[config.mk]
export PLATFORM = sky130hd
export DESIGN_NAME = sed_out_buf
export DESIGN_NICKNAME = d
export VERILOG_FILES = /design/src/rtl/core/sed_pkg.sv /design/src/rtl/core/sed_out_buf.sv
export SDC_FILE = /design/constraint.sdc
export NUM_CORES = 1
export LEC_CHECK = 0
export BUFFER_PORTS_ARGS = -buffer_cell sky130_fd_sc_hd__buf_2
export CAP_MARGIN = 5
export CORE_ASPECT_RATIO = 1.4
export CORE_MARGIN = 3
export CORE_UTILIZATION = 43
export DETAILED_ROUTE_END_ITERATION = 16
export PLACE_DENSITY = 0.69
export REMOVE_ABC_BUFFERS = 1
export SLEW_MARGIN = 0
export SYNTH_ARGS = -nofsm -noshare
export SYNTH_HDL_FRONTEND = slang
export SYNTH_SLANG_ARGS = --single-unit
[constraint.sdc]
create_clock -name clk -period 5.8 [get_ports clk]
set_input_delay 0 -clock clk [delete_from_list [all_inputs] [get_ports clk]]
set_output_delay 0 -clock clk [all_outputs]
set_load 0.05 [all_outputs]
[src/rtl/core/sed_pkg.sv]
// Shared types and constants for the Sobel edge threshold block.
package sed_pkg;

  // Default sizes handed to the top-level parameters
  localparam int MAX_WIDTH_DEF  = 256;
  localparam int PIXEL_BITS_DEF = 8;

  // Configuration register map
  localparam int CFG_ADDR_W = 2;
  localparam int CFG_DATA_W = 11;
  localparam int CFG_DIM_W  = 9;
  localparam int THRESH_W   = 11;

  localparam logic [CFG_ADDR_W-1:0] REG_IMAGE_WIDTH    = 2'd0;
  localparam logic [CFG_ADDR_W-1:0] REG_IMAGE_HEIGHT   = 2'd1;
  localparam logic [CFG_ADDR_W-1:0] REG_EDGE_THRESHOLD = 2'd2;

  // Register reset values
  localparam logic [CFG_DIM_W-1:0] WIDTH_RST  = 9'd174;
  localparam logic [CFG_DIM_W-1:0] HEIGHT_RST = 9'd144;
  localparam logic [THRESH_W-1:0]  THRESH_RST = 11'd150;

  // Result magnitude field
  localparam int MAG_W   = 11;
  localparam int MAG_MAX = 2047;
  localparam int OUT_DATA_W = 16;

  // Per-pixel control carried along the pipeline
  typedef struct packed {
    logic valid;
    logic emit;    // pixel completes an interior window
    logic last;    // last interior result of the frame
  } stg_ctrl_t;

  // One result transaction
  typedef struct packed {
    logic             frame_end;
    logic [MAG_W-1:0] magnitude;
    logic             edge_res;
  } res_t;

endpackage

[src/rtl/core/sed_out_buf.sv]
// Output register with one skid entry so results can wait while pixels keep flowing.
module sed_out_buf
  import sed_pkg::*;
(
  input  logic clk,
  input  logic rst_n,
  input  logic push_valid,
  input  res_t push_data,
  output logic room,
  output logic out_valid,
  output res_t out_data,
  input  logic out_ready
);

  logic out_valid_r, skid_valid_r;
  res_t out_data_r, skid_data_r;
  logic pop, out_free;

  assign pop      = out_valid_r && out_ready;
  assign out_free = !out_valid_r || pop;
  assign room     = !skid_valid_r;

  always_ff @(posedge clk) begin
    if (!rst_n) begin
      out_valid_r  <= 1'b0;
      skid_valid_r <= 1'b0;
    end else begin
      priority if (skid_valid_r) begin
        // No push is taken while the skid entry is full
        if (out_free) begin
          out_valid_r  <= 1'b1;
          skid_valid_r <= 1'b0;
        end
      end else if (push_valid) begin
        if (out_free) begin
          out_valid_r <= 1'b1;
        end else begin
          skid_valid_r <= 1'b1;
        end
      end else if (pop) begin
        out_valid_r <= 1'b0;
      end else begin
        // idle: hold
      end
    end
  end

  always_ff @(posedge clk) begin
    if (skid_valid_r) begin
      if (out_free) begin
        out_data_r <= skid_data_r;
      end
    end else if (push_valid) begin
      if (out_free) begin
        out_data_r <= push_data;
      end else begin
        skid_data_r <= push_data;
      end
    end
  end

  assign out_valid = out_valid_r;
  assign out_data  = out_data_r;

endmodule

[After elaboration in Yosys (flattened, before gate mapping)]
Index checks and enable logic that the tools add are counted.
Storage, ports and cells
  logic and storage cells: 29
  output and inout port bits: 15
  memory bits (writable): 0
  memory bits (read-only): 0
  register bits after elaboration: 28
  latch bits: 0
  memories: 0
Operators by class
  bitwise operators: 2
  add/sub/neg operators: 0
  multipliers: 0
  mux-type cells: 11
  reductions and logical operators: 8
  order comparisons: 0
  equality and inequality tests: 0
  divide/modulo/power cells: 0
  shifts and indexed selects: 0
Operators with widths (number)
  $mux W13: 4
  $mux W1: 7
  $reduce_and A3 Y1: 1
  $reduce_bool A3 Y1: 1
  $logic_not A1 Y1: 2
  $not A1 Y1: 2
  $reduce_and A2 Y1: 1
  $reduce_bool A2 Y1: 1
  $logic_and A1 B1 Y1: 1
  $logic_or A1 B1 Y1: 1

[Depth between registers and ports, before layout]
  depth in word-level cells: 5
  mapped depth: 4
  depth with buffers taken out: 2

[Worst setup path before layout]
Ideal clock, no wire load.
  path kind: reg-to-reg
  start: reg out_valid_r (netlist: out_valid)
  end: reg skid_data_r[0] in the netlist's numbering (enable)
  stages on the path, launching flop included: 3
  data arrival time: 1.867 ns
  clock period less this slack: 2.270 ns
  setup slack: 3.530 ns
  setup time: 0.403 ns
  cell sequence: dfxtp_1 > nand2b_1 > nor3b_1
Between the ends
  longest elaborated chain between the ends: 4
  elaborated cells on any way between the ends: 5
  those cells by class: bitwise: 1; reduce/logical: 4
RTL lines
  start, declared: RTL line sed_out_buf.sv:15  | logic out_valid_r, skid_valid_r;
  start signal, assigned: RTL line sed_out_buf.sv:25  | out_valid_r <= 1'b0;
  start signal, assigned: RTL line sed_out_buf.sv:31  | out_valid_r <= 1'b1;
  start signal, assigned: RTL line sed_out_buf.sv:36  | out_valid_r <= 1'b1;
  $logic_not A1 Y1 or $logic_and A1 B1 Y1 (tied branches): RTL line sed_out_buf.sv:20, sed_out_buf.sv:19
  $logic_or A1 B1 Y1 *: RTL line sed_out_buf.sv:20  | assign out_free = !out_valid_r || pop;
  $not A1 Y1 (no source line) *
  $reduce_and A3 Y1 (no source line) *
  end signal, assigned: RTL line sed_out_buf.sv:57  | skid_data_r <= push_data;
  end, declared: RTL line sed_out_buf.sv:16  | res_t out_data_r, skid_data_r;
Mark *: on every way between the ends. The rest lies on a longest branch, timed or not.
A chain may end at the register's enable or synchronous reset.

[Final worst setup path]
  start: reg skid_valid_r
  end: reg out_data_r (netlist bit out_data[8]) (enable)
Between the ends
  longest elaborated chain between the ends: 2
RTL lines
  start, declared: RTL line sed_out_buf.sv:15
  start signal, assigned: RTL line sed_out_buf.sv:26  | skid_valid_r <= 1'b0;
  start signal, assigned: RTL line sed_out_buf.sv:32  | skid_valid_r <= 1'b0;
  start signal, assigned: RTL line sed_out_buf.sv:38  | skid_valid_r <= 1'b1;
  $reduce_bool A2 Y1 (no source line)
  $reduce_and A2 Y1 (no source line)
  end signal, assigned: RTL line sed_out_buf.sv:51  | out_data_r <= skid_data_r;
  end signal, assigned: RTL line sed_out_buf.sv:55  | out_data_r <= push_data;
  end, declared: RTL line sed_out_buf.sv:16
No other way between the ends.

==> results.txt <==
outcome = finished, final reports clean
highest cell delay on the worst timing path = 890 ps
Area growth, synth to finish = 32.47%
post-synthesis sequential area ratio = 76.91%
Core ar. = 2277 sq um
detailed-router iteration count before antenna repair = 2
Gate Count Post-Synth = 50
top post-synthesis cells by count = sky130_fd_sc_hd__edfxtp_1, sky130_fd_sc_hd__mux2_2, sky130_fd_sc_hd__mux2_4, sky130_fd_sc_hd__dfxtp_1, sky130_fd_sc_hd__nor3b_1
post-detailed-placement half-perimeter wirelength = 1063 um
leading area contributor after synthesis = sky130_fd_sc_hd__edfxtp_1
Final setup viols = 0
root buffer cell = sky130_fd_sc_hd__clkbuf_4
clk_lat worst skew = 310 ps
number of enable flip-flop cells after synthesis = 26
top cells by area in the synthesized netlist = sky130_fd_sc_hd__edfxtp_1, sky130_fd_sc_hd__mux2_4, sky130_fd_sc_hd__mux2_2, sky130_fd_sc_hd__dfxtp_1, sky130_fd_sc_hd__buf_12
Post-Synthesis Mean Instance Area = 21.35 sq um
antenna diode count = 0
Post-CTS Setup Bufs = 0
count of standard-cell rows = 20
setup repair after global routing missed its margin = false
f_max = 0.5406 GHz
RD Place Congestion = 0.6284
number of global-route vias before repair = 592
required time at the worst-slack endpoint = 5760 ps
share of synthesized flip-flops with an asynchronous set or reset = 0%
LEAKAGE = 0.0005395 uW
Die X-Extent = 48.11 um
Resize count post-CTS = 0
H-tree Lvls = 1
count of routing violations after the opening detailed-route iteration = 5
relative max-transition margin = 36.50%
area of the mapped netlist = 1067 sq um
global-route wire length before repair = 2463 um
area taken by multi-input logic gates = 216.5 sq um
CP Capture Type = register
M1 wire length = 658 um
CTS sink count = 28
transition at the pin with the smallest max-transition slack = 948.3 ps
Critical Path Start Type = register
flops & latches, synth = 28
total routed wirelength = 1582 um
detailed-routed wire length on met3 = 63 um
count of unique library cells instantiated by Yosys = 12
maximum fanout encountered on the critical timing path = 17
top routing layer in use = met4
drt via density = 4.519
initial core utilization = 46.87%
clock skew = 1.905 ps
number of hold violations in the final report = 0
number of buffers inserted during clock tree synthesis = 3
HP Class = primary input to register
number of warnings printed during yosys synthesis = 0
DR WL met2 = 849 um
y dimension of the die = 64.95 um
worst-case vdd ir drop = 0.0001852 V
Detail Route Antenna Nets = 0
minimum clock period after layout = 1850 ps
WP buf/inv = 0
area share of the largest cell type after synthesis = 73.15%
layout net count = 116
number of buffers inserted by port buffering = 31
family with the most delay on the worst path = flip-flops
initial antenna violation count = 0
post-route fraction of the period consumed by the critical path = 31.90%
ports placed on the boundary = 32
max-capacitance violation count = 0
CP max-delay cell = sky130_fd_sc_hd__dfxtp_1
clock tree from TritonCTS = done
Fill cells = 180
Power per Cell Area = 259.2 nW/um^2
Top FF cell, synth = sky130_fd_sc_hd__edfxtp_1
total negative setup slack = 0 ps
die area = 3124 sq um
overall power after layout = 366.4 uW
proportion of layout cells with a drive suffix above 1 = 50.00%
count leader, synth = sky130_fd_sc_hd__edfxtp_1
overall routing resource usage = 11.11%
Clk pin slew, worst setup/hold paths = 130 ps
Worst Path Class, Setup = register to register
maximum number of pins on one net before global-route repair = 18
number of vias in the routed layout = 592
arrival time of the worst setup path = 1810 ps
final global-route overflow total = 0
drc violations = 0
drt wl/cell = 12.08 um
sequential standard cell area = 820.8 sq um
ordered list of cells on the worst path = o21a_1
number of buffers between clock root and the deepest sink = 2
max-slew violation total from the final report = 0
==> cells in the final DEF (no fill, tap or decap) <==
cell                            count
sky130_fd_sc_hd__a21boi_0           1
sky130_fd_sc_hd__dfxtp_1            2
sky130_fd_sc_hd__clkbuf_4           3
sky130_fd_sc_hd__edfxtp_1          26
sky130_fd_sc_hd__dlygate4sd3_1     15
sky130_fd_sc_hd__mux2_2             7
sky130_fd_sc_hd__buf_2             31
sky130_fd_sc_hd__nand2b_1           1
sky130_fd_sc_hd__nor3b_2            1
sky130_fd_sc_hd__inv_1              1
sky130_fd_sc_hd__o21a_1             1
sky130_fd_sc_hd__nor3b_1            1
sky130_fd_sc_hd__mux2_4             6
sky130_fd_sc_hd__nor2_2             1
sky130_fd_sc_hd__clkinv_1           1
==> power by group <==
group / internal [uW] / total [uW] / switching, uW
clock: 25.1 / 75.0 / 49.9
sequential: 231 / 234 / 2.71
combinational: 21.9 / 57.4 / 35.5
==> stage by stage <==
step | setup slack (ps) | area [sq um] | cells | utilization [%] | hold WS, ps
6_report | 3950 | 1414 | 131 | 62.09 | 19.56
5_1_grt | 3822 | 1414 | 131 | 62.09 | 17.70
4_1_cts | 3925 | 1414 | 131 | 62.09 | 13.71
3_5_place_dp | 3920 | 1237 | 112 | 54.34 | 197.3
2_1_floorplan | 3530 | 1036 | 48 | - | 98.87
3_3_place_gp | 3983 | 1237 | 112 | 54.34 | 193.8
==> cell type report <==
class | instances | area share [%]
timing repair buffer | 46 | 21.59
inverter | 1 | 0.2655
sequential | 28 | 58.05
tap | 33 | 2.920
clock buffer | 3 | 1.593
multi-input combinational | 19 | 15.31
clock inverter | 1 | 0.2655
==> registers in the layout, indices dropped and copies added, names as in the netlist <==
| name | flops |
|---|---|
| out_data | 13 |
| skid_data_r | 13 |
| out_valid | 1 |
| skid_valid_r | 1 |
==> timing repair <==
item	4_1_cts	5_1_grt
hold buffers	15	0
endpoints found under the hold margin	20	0
setup endpoints to repair	0	0
==> path summary, 6_finish.rpt <==
path | startpoint | end | slack, ps | cells past startpoint
max | skid_valid_r$_SDFF_PN0_ | out_data[8]$_DFFE_PP_ | 3950 | 1
min | out_ready | skid_valid_r$_SDFF_PN0_ | 20 | 3
max reg2reg | skid_valid_r$_SDFF_PN0_ | out_data[8]$_DFFE_PP_ | 3950 | 1
min reg2reg | out_valid$_SDFFE_PN0P_ | skid_valid_r$_SDFF_PN0_ | 560 | 2
==> cell families after synthesis <==
kind of cell,count (synthesis),synth area share (%)
buf+inv,3,3.282
compound gates,2,1.407
simple gates,4,2.579
mux,13,15.83
flops,28,76.91
==> metal layers <==
layer  up-vias  GRT usage (%)
met5         -              0
met4         0          4.040
met3         2          2.500
met2        17          18.87
met1       285          12.99
li1        288              -
Note: power is estimated with default switching activity, not from simulation.
