File: config.mk
export PLATFORM = sky130hd
export DESIGN_NAME = sed_window
export DESIGN_NICKNAME = d
export VERILOG_FILES = /design/src/rtl/core/sed_pkg.sv /design/src/rtl/core/sed_window.sv
export SDC_FILE = /design/constraint.sdc
export NUM_CORES = 1
export LEC_CHECK = 0
export ABC_AREA = 1
export BUFFER_PORTS_ARGS = -buffer_cell sky130_fd_sc_hd__buf_2
export CAP_MARGIN = 15
export CORE_MARGIN = 10
export CORE_UTILIZATION = 60
export CTS_BUF_LIST = sky130_fd_sc_hd__clkbuf_2
export DETAILED_ROUTE_END_ITERATION = 6
export MAX_ROUTING_LAYER = met4
export PLACE_DENSITY_LB_ADDON = 0.12
export RECOVER_POWER = 50
export SETUP_SLACK_MARGIN = 0.05
export SYNTH_ARGS = -nofsm -noshare
export SYNTH_HDL_FRONTEND = slang
export SYNTH_SLANG_ARGS = --single-unit
File: constraint.sdc
create_clock -name clk -period 6.97 [get_ports clk]
set_input_delay 1.0455 -clock clk [delete_from_list [all_inputs] [get_ports clk]]
set_output_delay 1.0455 -clock clk [all_outputs]
set_load 0.1 [all_outputs]
File: src/rtl/core/sed_pkg.sv
// Shared types and constants for the Sobel edge threshold block.
package sed_pkg;

  // Default sizes handed to the top-level parameters
  localparam int MAX_WIDTH_DEF  = 256;
  localparam int PIXEL_BITS_DEF = 8;

  // Configuration register map
  localparam int CFG_ADDR_W = 2;
  localparam int CFG_DATA_W = 11;
  localparam int CFG_DIM_W  = 9;
  localparam int THRESH_W   = 11;

  localparam logic [CFG_ADDR_W-1:0] REG_IMAGE_WIDTH    = 2'd0;
  localparam logic [CFG_ADDR_W-1:0] REG_IMAGE_HEIGHT   = 2'd1;
  localparam logic [CFG_ADDR_W-1:0] REG_EDGE_THRESHOLD = 2'd2;

  // Register reset values
  localparam logic [CFG_DIM_W-1:0] WIDTH_RST  = 9'd174;
  localparam logic [CFG_DIM_W-1:0] HEIGHT_RST = 9'd144;
  localparam logic [THRESH_W-1:0]  THRESH_RST = 11'd150;

  // Result magnitude field
  localparam int MAG_W   = 11;
  localparam int MAG_MAX = 2047;
  localparam int OUT_DATA_W = 16;

  // Per-pixel control carried along the pipeline
  typedef struct packed {
    logic valid;
    logic emit;    // pixel completes an interior window
    logic last;    // last interior result of the frame
  } stg_ctrl_t;

  // One result transaction
  typedef struct packed {
    logic             frame_end;
    logic [MAG_W-1:0] magnitude;
    logic             edge_res;
  } res_t;

endpackage

File: src/rtl/core/sed_window.sv
// 3x3 window, Sobel gradient sums, magnitude and threshold compare.
module sed_window
  import sed_pkg::*;
#(
  parameter int PIXEL_BITS = PIXEL_BITS_DEF
) (
  input  logic                  clk,
  input  logic                  rst_n,
  input  logic                  adv,
  input  stg_ctrl_t             s1_ctrl,
  input  logic [PIXEL_BITS-1:0] px,
  input  logic [PIXEL_BITS-1:0] above,
  input  logic [PIXEL_BITS-1:0] above2,
  input  logic [THRESH_W-1:0]   thresh,
  output logic                  res_valid,
  output res_t                  res
);

  localparam int GW = PIXEL_BITS + 3;                 // signed gradient width
  localparam int XW = (GW > MAG_W) ? GW : MAG_W;      // compare width

  logic [PIXEL_BITS-1:0] win_r [3][3];   // [row][col], row 0 oldest, col 2 newest

  logic s2_valid_r, s2_last_r;
  logic s3_valid_r, s3_last_r;
  logic signed [GW-1:0] gx_r, gy_r;

  logic [GW-1:0] gx_pos, gx_neg, gy_pos, gy_neg;
  logic [GW-1:0] gx_abs, gy_abs, mag;
  logic [XW-1:0] mag_x;

  // Window shift: new column from the two stored rows and the incoming pixel
  always_ff @(posedge clk) begin
    if (!rst_n) begin
      for (int r = 0; r < 3; r++) begin
        for (int c = 0; c < 3; c++) begin
          win_r[r][c] <= '0;
        end
      end
    end else if (adv && s1_ctrl.valid) begin
      for (int r = 0; r < 3; r++) begin
        win_r[r][0] <= win_r[r][1];
        win_r[r][1] <= win_r[r][2];
      end
      win_r[0][2] <= above2;
      win_r[1][2] <= above;
      win_r[2][2] <= px;
    end
  end

  // Weighted column and row sums, weights 1,2,1
  always_comb begin
    gx_pos = GW'(win_r[0][2]) + (GW'(win_r[1][2]) << 1) + GW'(win_r[2][2]);
    gx_neg = GW'(win_r[0][0]) + (GW'(win_r[1][0]) << 1) + GW'(win_r[2][0]);
    gy_pos = GW'(win_r[2][0]) + (GW'(win_r[2][1]) << 1) + GW'(win_r[2][2]);
    gy_neg = GW'(win_r[0][0]) + (GW'(win_r[0][1]) << 1) + GW'(win_r[0][2]);
  end

  // Stage 2 marks a full window; stage 3 holds the gradients
  always_ff @(posedge clk) begin
    if (!rst_n) begin
      s2_valid_r <= 1'b0;
      s3_valid_r <= 1'b0;
    end else if (adv) begin
      s2_valid_r <= s1_ctrl.valid && s1_ctrl.emit;
      s3_valid_r <= s2_valid_r;
    end
  end

  always_ff @(posedge clk) begin
    if (adv) begin
      s2_last_r <= s1_ctrl.last;
      s3_last_r <= s2_last_r;
      gx_r      <= $signed(gx_pos - gx_neg);
      gy_r      <= $signed(gy_pos - gy_neg);
    end
  end

  // |Gx| + |Gy|, saturated for the port, unsaturated for the compare
  always_comb begin
    gx_abs = gx_r[GW-1] ? GW'(-gx_r) : GW'(gx_r);
    gy_abs = gy_r[GW-1] ? GW'(-gy_r) : GW'(gy_r);
    mag    = gx_abs + gy_abs;
    mag_x  = XW'(mag);
    res.edge_res  = mag_x > XW'(thresh);
    res.magnitude = (mag_x > XW'(MAG_MAX)) ? MAG_W'(MAG_MAX) : mag_x[MAG_W-1:0];
    res.frame_end = s3_last_r;
  end

  assign res_valid = s3_valid_r;

endmodule

* Word level (Yosys, flattened, before mapping)
Memories as Yosys holds them, arrays and structs flattened. Index checks and enable logic that the tools add are counted.
Cells by class: add/sub/neg operators 13, $lt $le $gt $ge 2, multiplexer cells 16, bitwise logic cells 9, reductions and logical operators 2
Operators by type and width (count):
- 8-bit two-way mux | 9
- 10-bit by 8-bit adder with 11-bit output | 4
- 8-bit by 9-bit adder with 10-bit output | 4
- 11-bit two-way mux | 3
- 11-bit negator | 2
- 11-bit subtractor | 2
- 11-bit adder | 1
- 11-bit > comparator | 1
- 11-bit > comparator, second input constant | 1
- 1-bit bitwise OR | 9
- 1-bit two-way mux | 4
- 1-bit logical AND | 2
Word-level totals: register bits after elaboration 26, bits in writable memories 72, logic and storage cells 49, memories kept 1
Memory list:
- win_r | depth 3, width 24, read ports 3, clocked after memory_dff 0, write ports 3, line sed_window.sv:22 | logic [PIXEL_BITS-1:0] win_r [3][3];

* Logic depth before layout (Yosys ltp)
Gate-level depths: netlist (run 1).
word-level depth 5, depth in mapped cells 23, gate-level depth less buffers 23

* Worst setup path after synthesis (run 1)
No wires, ideal clock.
kind register to output, start reg gy_r[0], end out res[0] (netlist bit), arrival time 3.678 ns, required time 5.924 ns, path slack 2.247 ns, stages on the path, launching flop included 23, cell sequence edfxtp_1 > inv_1 > ha_1 > inv_1 > nor2_1 > inv_1 > o21ai_0 > xnor2_1 > ha_1 > nand2_1 > o21ai_1 > a21oi_2 > xor2_1 > inv_1 > ha_1 > nand2_1 > nor2_1 > nand2_1 > nand3_1 > nand2_1 > nand2_1 > nand4_1 > a21oi_2
RTL lines:
- start: declaration | line sed_window.sv:26 | logic signed [GW-1:0] gx_r, gy_r;
- start signal: assignment | line sed_window.sv:75 | gy_r <= $signed(gy_pos - gy_neg);
- end: declaration | line sed_window.sv:16 | output res_t res

==> results of run 1 <==
[state kept, by name, summed over array words and instances, names as in the netlist]
signal and flops:
gy_r 11, s2_valid_r 1, win_r 72, res_valid 1, gx_r 11, s2_last_r 1
s3_last_r 1
[path summary, 6_finish.rpt]
check             slack [ns]        end  cells past startpoint
setup / recovery        1.57     res[0]                     23
hold / removal          0.46  s3_last_r                      0
setup reg to reg        3.16    gx_r[7]                     13
hold reg to reg         0.46  s3_last_r                      0
[metal layers]
layer | GRT usage [%] | wire [microns] | vias to the layer above
met1 | 19.2 | 5390 | 2118
met3 | 3.18 | 411 | 21
met4 | 7.09 | 303 | 0
met2 | 26.6 | 6230 | 72
li1 | - | - | 2200
met5 | - | 0 | -
[per-stage QoR]
step | worst slack [ns] | area (sq um) | hold slack [ns]
2_1_floorplan | 2.25 | 6960 | 0.400
3_3_place_gp | 2.37 | 7370 | 0.407
3_5_place_dp | 2.25 | 7370 | 0.418
4_1_cts | 1.54 | 7470 | 0.464
5_1_grt | 1.12 | 7460 | 0.481
6_report | 1.57 | 7460 | 0.459
[final cells by class]
class | count | area (sq um)
Clock buffer | 11 | 55.1
Sequential cell | 98 | 2920
Inverter | 177 | 664
Fill cell | 910 | 3910
Clock inverter | 3 | 42.5
Timing Repair Buffer | 56 | 277
Multi-Input combinational cell | 389 | 3320
Tap cell | 143 | 179
[Yosys cell counts (all sizes together)]
| master | n |
|---|---|
| a21o | 3 |
| a21oi | 29 |
| a31oi | 4 |
| buf | 3 |
| clkbuf | 8 |
| dfxtp | 2 |
| edfxtp | 96 |
| fa | 63 |
| ha | 46 |
| inv | 177 |
| nand2 | 55 |
| nand3 | 15 |
| nand4 | 6 |
| nor2 | 98 |
| nor3 | 7 |
| o211ai | 3 |
| o21ai | 13 |
| o21bai | 1 |
| o31ai | 3 |
| xnor2 | 18 |
| xor2 | 25 |
[critical path, stage by stage, from the launching register on]
cell      delay (ns)
edfxtp_1        0.45
inv_1           0.09
ha_1            0.14
inv_1           0.05
nor2_1          0.26
inv_1           0.10
o21ai_0         0.20
xnor2_1         0.14
ha_1            0.30
nand2_1         0.13
o21ai_1         0.09
a21oi_2         0.16
xor2_1          0.23
inv_1           0.07
ha_1            0.29
nand2_1         0.09
nor2_1          0.12
nor2_1          0.05
nand3_1         0.07
nand2_1         0.05
nand2_1         0.05
nand4_1         0.11
a21oi_2         0.12
buf_2           0.43
[kinds of logic after synthesis]
kind of cell             count (synthesis)  share of synthesized area (%)
buffers and inverters                  188                           10.4
AND/OR/NAND/NOR                        181                           11.2
adder cells (fa/ha/maj)                109                           26.4
flip-flops                              98                           42.0
AO/OA/AOI/OAI                           56                           4.62
XOR/XNOR                                43                           5.41
==> results.toml, run 1 <==
[outcome]
status = "complete, but fails checks"
failed_checks = "max-capacitance violations, max-slew violations"

[synthesis]
synth_top_area_share_pct = 41.4
ys_seq_area_share_pct = 42.0
synth_area_leaders = "edfxtp_1, fa_1, inv_1"
yosysTopAreaCell = "edfxtp_1"
syn_nets = 825
synth.ff_latch_count = 98
ys_types = 29
synth.avg_cell_area_sq_um = 10.3
netlist_instances = 675
syn-cell-area_sq_um = 6960
yosysWarnings = 0

[drt]
antenna_left = 0
first_pass_iters = 4
wire_per_inst_microns = 14.1
drt-initial-drc-count = 256
wirelength_microns = 12300
via_count = 4411
vias_per_cell = 5.03
drcViolationCount = 0

[floorplan]
die_y_microns = 128
dieArea_sq_um = 16300
initial_core_util_pct = 61.2
die_w_microns = 128
ios = 55
core_sq_um = 11400
num_rows = 39

[clock_tree]
clk_latency_ns = 0.61
clockBufferDepth = 2
clk_pin_slew_worst_paths_ns = 0.23
htree_num_levels = 3
cts_tree = "built"
post_cts_buffers = 0
ctsResizeCount = 0
hold_buffers = 0
cts_root_buffer = "clkbuf_2"
cts_buffers = 9
cts.sinks = 98

[finish]
final_cells = 877
final_common_cell = "inv_1"
diodes = 0
drive_gt1_share_pct = 12.4
utilization_pct = 65.6
layout_common_cells = "inv_1, edfxtp_1, nor2_1"
area.growth.synth_to_final_pct = 7.25
nNetsFinal = 881

[run]
drv_cap = 2

[sta]
setup_viol = 0
worst_slew_margin_rel_pct = -159
setup_tns_ns = 0
finalMaxSlewViolations = 147
skew_ns = 0.0495
tightestPinTransition_ns = 3.88
hold_viol_final = 0
min_period_over_period_pct = 77.5
min_period_ns = 5.40
rsz0062_at_grt = "no"
max_freq_mhz = 185

[placed_design]
gp_congestion = 0.874
dpl.hpwl_microns = 9880
io_buffer_count = 54
post-place-cells = 863

[global_route]
grt_overflow = 0
grt_pass1_wl_microns = 20900
antenna_found_initial = 0
grt_use_total_pct = 16.2
grt_pass1_vias = 4579
grt_max_degree = 74

[critical_path]
critPathCaptureType = "output pin"
worstPathRequired_ns = 5.92
crit_type = "reg2out"
start_kind = "register"
crit_arrival_ns = 4.36
path_max_fanout = 4
crit_start = "gy_r[1]"
r2r-start = "win_r[0][1]"

[min_path]
hold_path.class = "reg2reg"
hold_start = "s2_last_r"
Power of run 1 is not shown: default switching activity piles up to over one toggle a cycle in this logic, so the estimate is an artifact.
==> run 2, diff against run 1 <==
--- a/config.mk
+++ b/config.mk
@@ -9,7 +9,7 @@
 export BUFFER_PORTS_ARGS = -buffer_cell sky130_fd_sc_hd__buf_2
 export CAP_MARGIN = 15
 export CORE_MARGIN = 10
-export CORE_UTILIZATION = 60
+export CORE_UTILIZATION = 57
 export CTS_BUF_LIST = sky130_fd_sc_hd__clkbuf_2
 export DETAILED_ROUTE_END_ITERATION = 6
 export MAX_ROUTING_LAYER = met4
==> constraint.sdc (replaced) <==
create_clock -name clk -period 4.63 [get_ports clk]
set_input_delay 0.6945 -clock clk [delete_from_list [all_inputs] [get_ports clk]]
set_output_delay 0.6945 -clock clk [all_outputs]
set_load 0.1 [all_outputs]
==> run 2 against run 1 <==
Compared with the run above:
- the flow still finishes with violations (max-capacitance violations, max-slew violations)
- clock-buffer cell count is 2 lower
- non-clock buffer count is 16 higher
- register-to-register slack worse by 2.4 ns
- clock skew is 0.017 ns higher
- critical path depth stayed put
- worst hold slack worse by 0.18 ns
- via count is 0.14% higher
- first-iteration DRC count is 49% lower
- routed wire length is 0.54% lower
- critical path type unchanged
- highest routed layer unchanged
==> results.toml, run 2 (synthesis results as in run 1) <==
[floorplan]
die_y_microns = 130
dieArea_sq_um = 17000
initial_core_util_pct = 58.1
ios = 55
num_rows = 40
die_w_microns = 130
core_sq_um = 12000

[global_route]
grt_overflow = 0
grt_max_degree = 73
grt_pass1_vias = 4600
grt_use_total_pct = 15.3
antenna_found_initial = 0
grt_pass1_wl_microns = 20400

[clock_tree]
hold_buffers = 0
cts_tree = "built"
htree_num_levels = 3
cts.sinks = 98
cts_buffers = 9
clk_latency_ns = 0.60
clockBufferDepth = 2
clk_pin_slew_worst_paths_ns = 0.31
cts_root_buffer = "clkbuf_2"

[drt]
first_pass_iters = 4
drcViolationCount = 0
via_count = 4417
wire_per_inst_microns = 13.6
vias_per_cell = 4.91
antenna_left = 0
drt-initial-drc-count = 130
wirelength_microns = 12300

[critical_path]
cp.depth = 23
critPathCaptureType = "output pin"
crit_family = "adder cells"
start_kind = "register"
slowest_stage = "edfxtp_1"
worstPathRequired_ns = 3.94
path_max_fanout = 3
reg2reg_depth = 11
crit_type = "reg2out"
crit_path_max_incr_delay_ns = 0.50
r2r-start = "win_r[0][2]"
critPathBufInv = 6
crit_chain = "inv_1, ha_2, inv_2, nor2_4, inv_2, o21ai_2, xnor2_1, ha_1, buf_4, a21oi_4, nand2_2, a21oi_4, nor2_2, nor2_2, xnor2_1, ha_1, nand2_1, inv_1, nand2_1, nand2_1, nand4_1, a21oi_2, buf_8"
critPathMostFrequentCell = "nand2_1"
r2r_end = "gy_r[7]"
ff2ff_setup_slack_ns = 0.81
crit_arrival_ns = 3.93

[sta]
min_period_over_period_pct = 99.9
rsz0062_at_grt = "yes"
skew_ns = 0.0669
finalMaxSlewViolations = 73
setup_tns_ns = 0
setup_viol = 0
hold_viol_final = 0
tightestPinTransition_ns = 1.76
worst_slew_margin_rel_pct = -17.6
max_freq_mhz = 216
min_period_ns = 4.62

[finish]
layout_common_cells = "inv_1, edfxtp_1, nor2_1"
drive_gt1_share_pct = 17.8
diodes = 0
final_common_cell = "inv_1"
area.growth.synth_to_final_pct = 11.8
nNetsFinal = 897
largest_reg_flops = 72
fillers = 970
regMostFlops = "win_r"
fin_area_sq_um = 7770
reg_top3 = "win_r x72, gx_r x11, gy_r x11"
utilization_pct = 65.0

[min_path]
hold_end = "s2_last_r"
hold_path.class = "in2reg"
whs_path_depth = 1
hold_start = "s1_ctrl[0]"

[run]
drv_cap = 1

[outcome]
failed_checks = "max-capacitance violations, max-slew violations"
status = "complete, but fails checks"

[placed_design]
place_area_sq_um = 7380
dpl.hpwl_microns = 9730
gp_congestion = 0.902
io_buffer_count = 54
-- run 2: changes by cell type in the layout (fill, tap and decap cells not counted), sizes merged --
cell	change
buf	+17
clkinvlp	+3
clkbuf	-3
clkinv	-1
inv	+2
-- run 2: through the flow --
| stage | hold WS (ns) | cells | setup WS [ns] |
|---|---|---|---|
| 2_1_floorplan | 0.400 | 675 | 0.258 |
| 3_3_place_gp | 0.405 | 867 | 0.450 |
| 3_5_place_dp | 0.407 | 867 | 0.314 |
| 4_1_cts | 0.252 | 890 | -0.0174 |
| 5_1_grt | 0.238 | 899 | -0.226 |
| 6_report | 0.277 | 899 | 0.00664 |
-- run 2: cell type report --
type | count | area [sq um] | share of cell area [%]
clock buffers | 9 | 45.0 | 0.579
clock inverters | 7 | 76.3 | 0.982
inverters | 177 | 664 | 8.55
multi-input cells | 389 | 3460 | 44.5
flip-flops and latches | 98 | 2920 | 37.6
well taps | 147 | 184 | 2.37
repair buffers | 72 | 419 | 5.39
-- run 2: worst max-delay path by stage --
stage,from,end,slack (ns)
after floorplan,gy_r[0],res[0],0.26
after CTS,gy_r[0],res[0],-0.02
after global routing,gy_r[0],res[0],-0.23
after global placement,gy_r[0],res[0],0.45
after detailed placement,gy_r[0],res[0],0.31
final,gy_r[0],res[0],0.007
-- run 2: worst register-to-register path, cell delays in order, from the launching register on --
cell,delay [ns]
edfxtp_1,0.46
inv_1,0.10
fa_1,0.51
fa_1,0.52
fa_1,0.58
inv_1,0.06
fa_1,0.46
o21ai_0,0.44
a21oi_1,0.13
nor2_1,0.13
nor2_1,0.06
xnor2_1,0.12
-- run 2: routing by layer --
layer | part of all wire (%) | global-route usage (%) | up-vias
met5 | 0 | - | -
met4 | 1.9 | 5.43 | 0
li1 | - | - | 2242
met1 | 45 | 18.5 | 2079
met3 | 3.6 | 1.93 | 21
met2 | 50 | 26.2 | 75
-- run 2: timing repair --
action / in CTS / in global routing
endpoints found under the setup margin: 1 / 1
hold endpoints to repair: 0 / 0
setup buffers: 7 / 9
gates resized for setup: 19 / 19
pin swaps: 12 / 19
Power of run 2 is left out for the same reason.
==> run 3, diff against run 2 <==
--- a/config.mk
+++ b/config.mk
@@ -9,8 +9,7 @@
 export BUFFER_PORTS_ARGS = -buffer_cell sky130_fd_sc_hd__buf_2
 export CAP_MARGIN = 15
 export CORE_MARGIN = 10
-export CORE_UTILIZATION = 57
-export CTS_BUF_LIST = sky130_fd_sc_hd__clkbuf_2
+export CORE_UTILIZATION = 55
 export DETAILED_ROUTE_END_ITERATION = 6
 export MAX_ROUTING_LAYER = met4
 export PLACE_DENSITY_LB_ADDON = 0.12
==> run 3 against run 2 <==
Compared with the run above:
- the run still ends with max-capacitance violations, max-slew violations left
- critical path depth is 1 lower
- non-clock buffer count is 7 lower
- cell count is 2.0% higher
- worst hold slack better by 0.15 ns
- die area is 3.1% higher
- register-to-register slack better by 0.10 ns
- routed wire length is 0.46% lower
- first-iteration DRC count is 30% higher
- maximum frequency is 6.2% higher
==> results.toml, run 3 (synthesis results as in run 1) <==
[sta]
skew_ns = 0.0125
setup_viol = 0
tightestPinTransition_ns = 1.77
hold_viol_final = 0
setup_tns_ns = 0
finalMaxSlewViolations = 73
max_freq_mhz = 230
min_period_over_period_pct = 94.0
worst_slew_margin_rel_pct = -18.2
rsz0062_at_grt = "no"
min_period_ns = 4.35

[critical_path]
crit_family = "adder cells"
ff2ff_setup_slack_ns = 0.91
path_max_fanout = 4
critPathBufInv = 5
crit_type = "reg2out"
start_kind = "register"
crit_path_max_incr_delay_ns = 0.43
worstPathRequired_ns = 3.94
reg2reg_depth = 11
r2r_end = "gx_r[7]"
crit_arrival_ns = 3.66
critPathCaptureType = "output pin"
crit_chain = "inv_1, ha_1, inv_2, nor2_4, inv_2, o21ai_2, xnor2_1, ha_1, nand2_2, o21ai_2, a21oi_2, nor2_2, nand2_1, nand2_2, xor2_1, ha_1, buf_4, a21oi_1, nand2_1, nand4_1, a21oi_2, buf_12"
critPathMostFrequentCell = "ha_1"
r2r-start = "win_r[0][66]"
slowest_stage = "edfxtp_1"

[drt]
vias_per_cell = 4.79
via_count = 4394
first_pass_iters = 5
drcViolationCount = 0
drt-initial-drc-count = 169
wirelength_microns = 12200
antenna_left = 0
wire_per_inst_microns = 13.3

[clock_tree]
cts.sinks = 98
cts_tree = "built"
htree_num_levels = 3
hold_buffers = 0
clockBufferDepth = 2
clk_latency_ns = 0.34
clk_pin_slew_worst_paths_ns = 0.07
cts_root_buffer = "clkbuf_16"
cts_buffers = 9

[floorplan]
initial_core_util_pct = 55.6
die_w_microns = 132
num_rows = 41
die_y_microns = 132
core_sq_um = 12500
ios = 55
dieArea_sq_um = 17500

[global_route]
antenna_found_initial = 0
grt_use_total_pct = 14.8
grt_overflow = 0
grt_pass1_wl_microns = 21000
grt_max_degree = 73
grt_pass1_vias = 4600

[finish]
multi_input_area_sq_um = 3400
drive_gt1_share_pct = 16.4
final_common_cell = "inv_1"
regMostFlops = "win_r"
reg_top3 = "win_r x72, gx_r x11, gy_r x11"
nNetsFinal = 890
layout_common_cells = "inv_1, edfxtp_1, nor2_1"
diodes = 0
fillers = 1049
largest_reg_flops = 72
register_area_sq_um = 2920
area.growth.synth_to_final_pct = 13.3

[min_path]
whs_path_depth = 0
hold_path.class = "reg2reg"
hold_end = "s3_last_r"
hold_start = "s2_last_r"

[placed_design]
dpl.hpwl_microns = 9730
gp_congestion = 0.853
io_buffer_count = 54

[outcome]
status = "complete, but fails checks"
failed_checks = "max-capacitance violations, max-slew violations"

[run]
drv_cap = 1
## run 3: changes by cell type in the layout (fill, tap and decap cells not counted), sizes merged
cell / previous run / this run
clkbuf: 11 / 14
clkinvlp: 3 / 2
inv: 179 / 178
buf: 70 / 61
bufinv: 1 / 2
## run 3: cell type report
cell class	instances	area share, %
Sequential cell	98	37.1
Tap cell	172	2.73
Timing Repair Buffer	65	4.59
Multi-Input combinational cell	389	43.1
Clock buffer	10	2.90
Inverter	177	8.43
Clock inverter	6	1.14
## run 3: repair_timing
item	in CTS	in global routing
buffers inserted	0	9
pin swaps	0	13
gates resized for setup	3	26
setup endpoints to repair	1	1
## run 3: metrics by stage
stage	cell area [sq um]	hold WS (ns)	std cells	util [%]	worst slack [ns]
after floorplan	6960	0.400	675	-	0.258
after global placement	7410	0.407	892	59.2	0.419
after detailed placement	7410	0.411	892	59.2	0.254
after CTS	7740	0.427	908	61.8	0.0515
after global routing	7880	0.433	917	63.0	0.00863
final	7880	0.423	917	63.0	0.277
## run 3: worst max-delay path by stage
stage / from / endpoint / slack, ns / cells past startpoint
floorplan: gy_r[0] / res[0] / 0.26 / 22
global placement: gy_r[0] / res[0] / 0.42 / 24
CTS: gy_r[1] / res[0] / 0.05 / 23
detailed placement: gx_r[0] / res[0] / 0.25 / 20
finish: gy_r[0] / res[0] / 0.28 / 22
global route: gy_r[2] / res[0] / 0.009 / 19
## run 3: layer usage
metal / vias up / GRT usage, % / wire (microns)
met5: - / - / 0
met4: 0 / 4.22 / 206
met3: 19 / 3.44 / 372
met2: 63 / 24.3 / 6150
met1: 2085 / 18.1 / 5490
li1: 2227 / - / -
Power of run 3 is left out for the same reason.
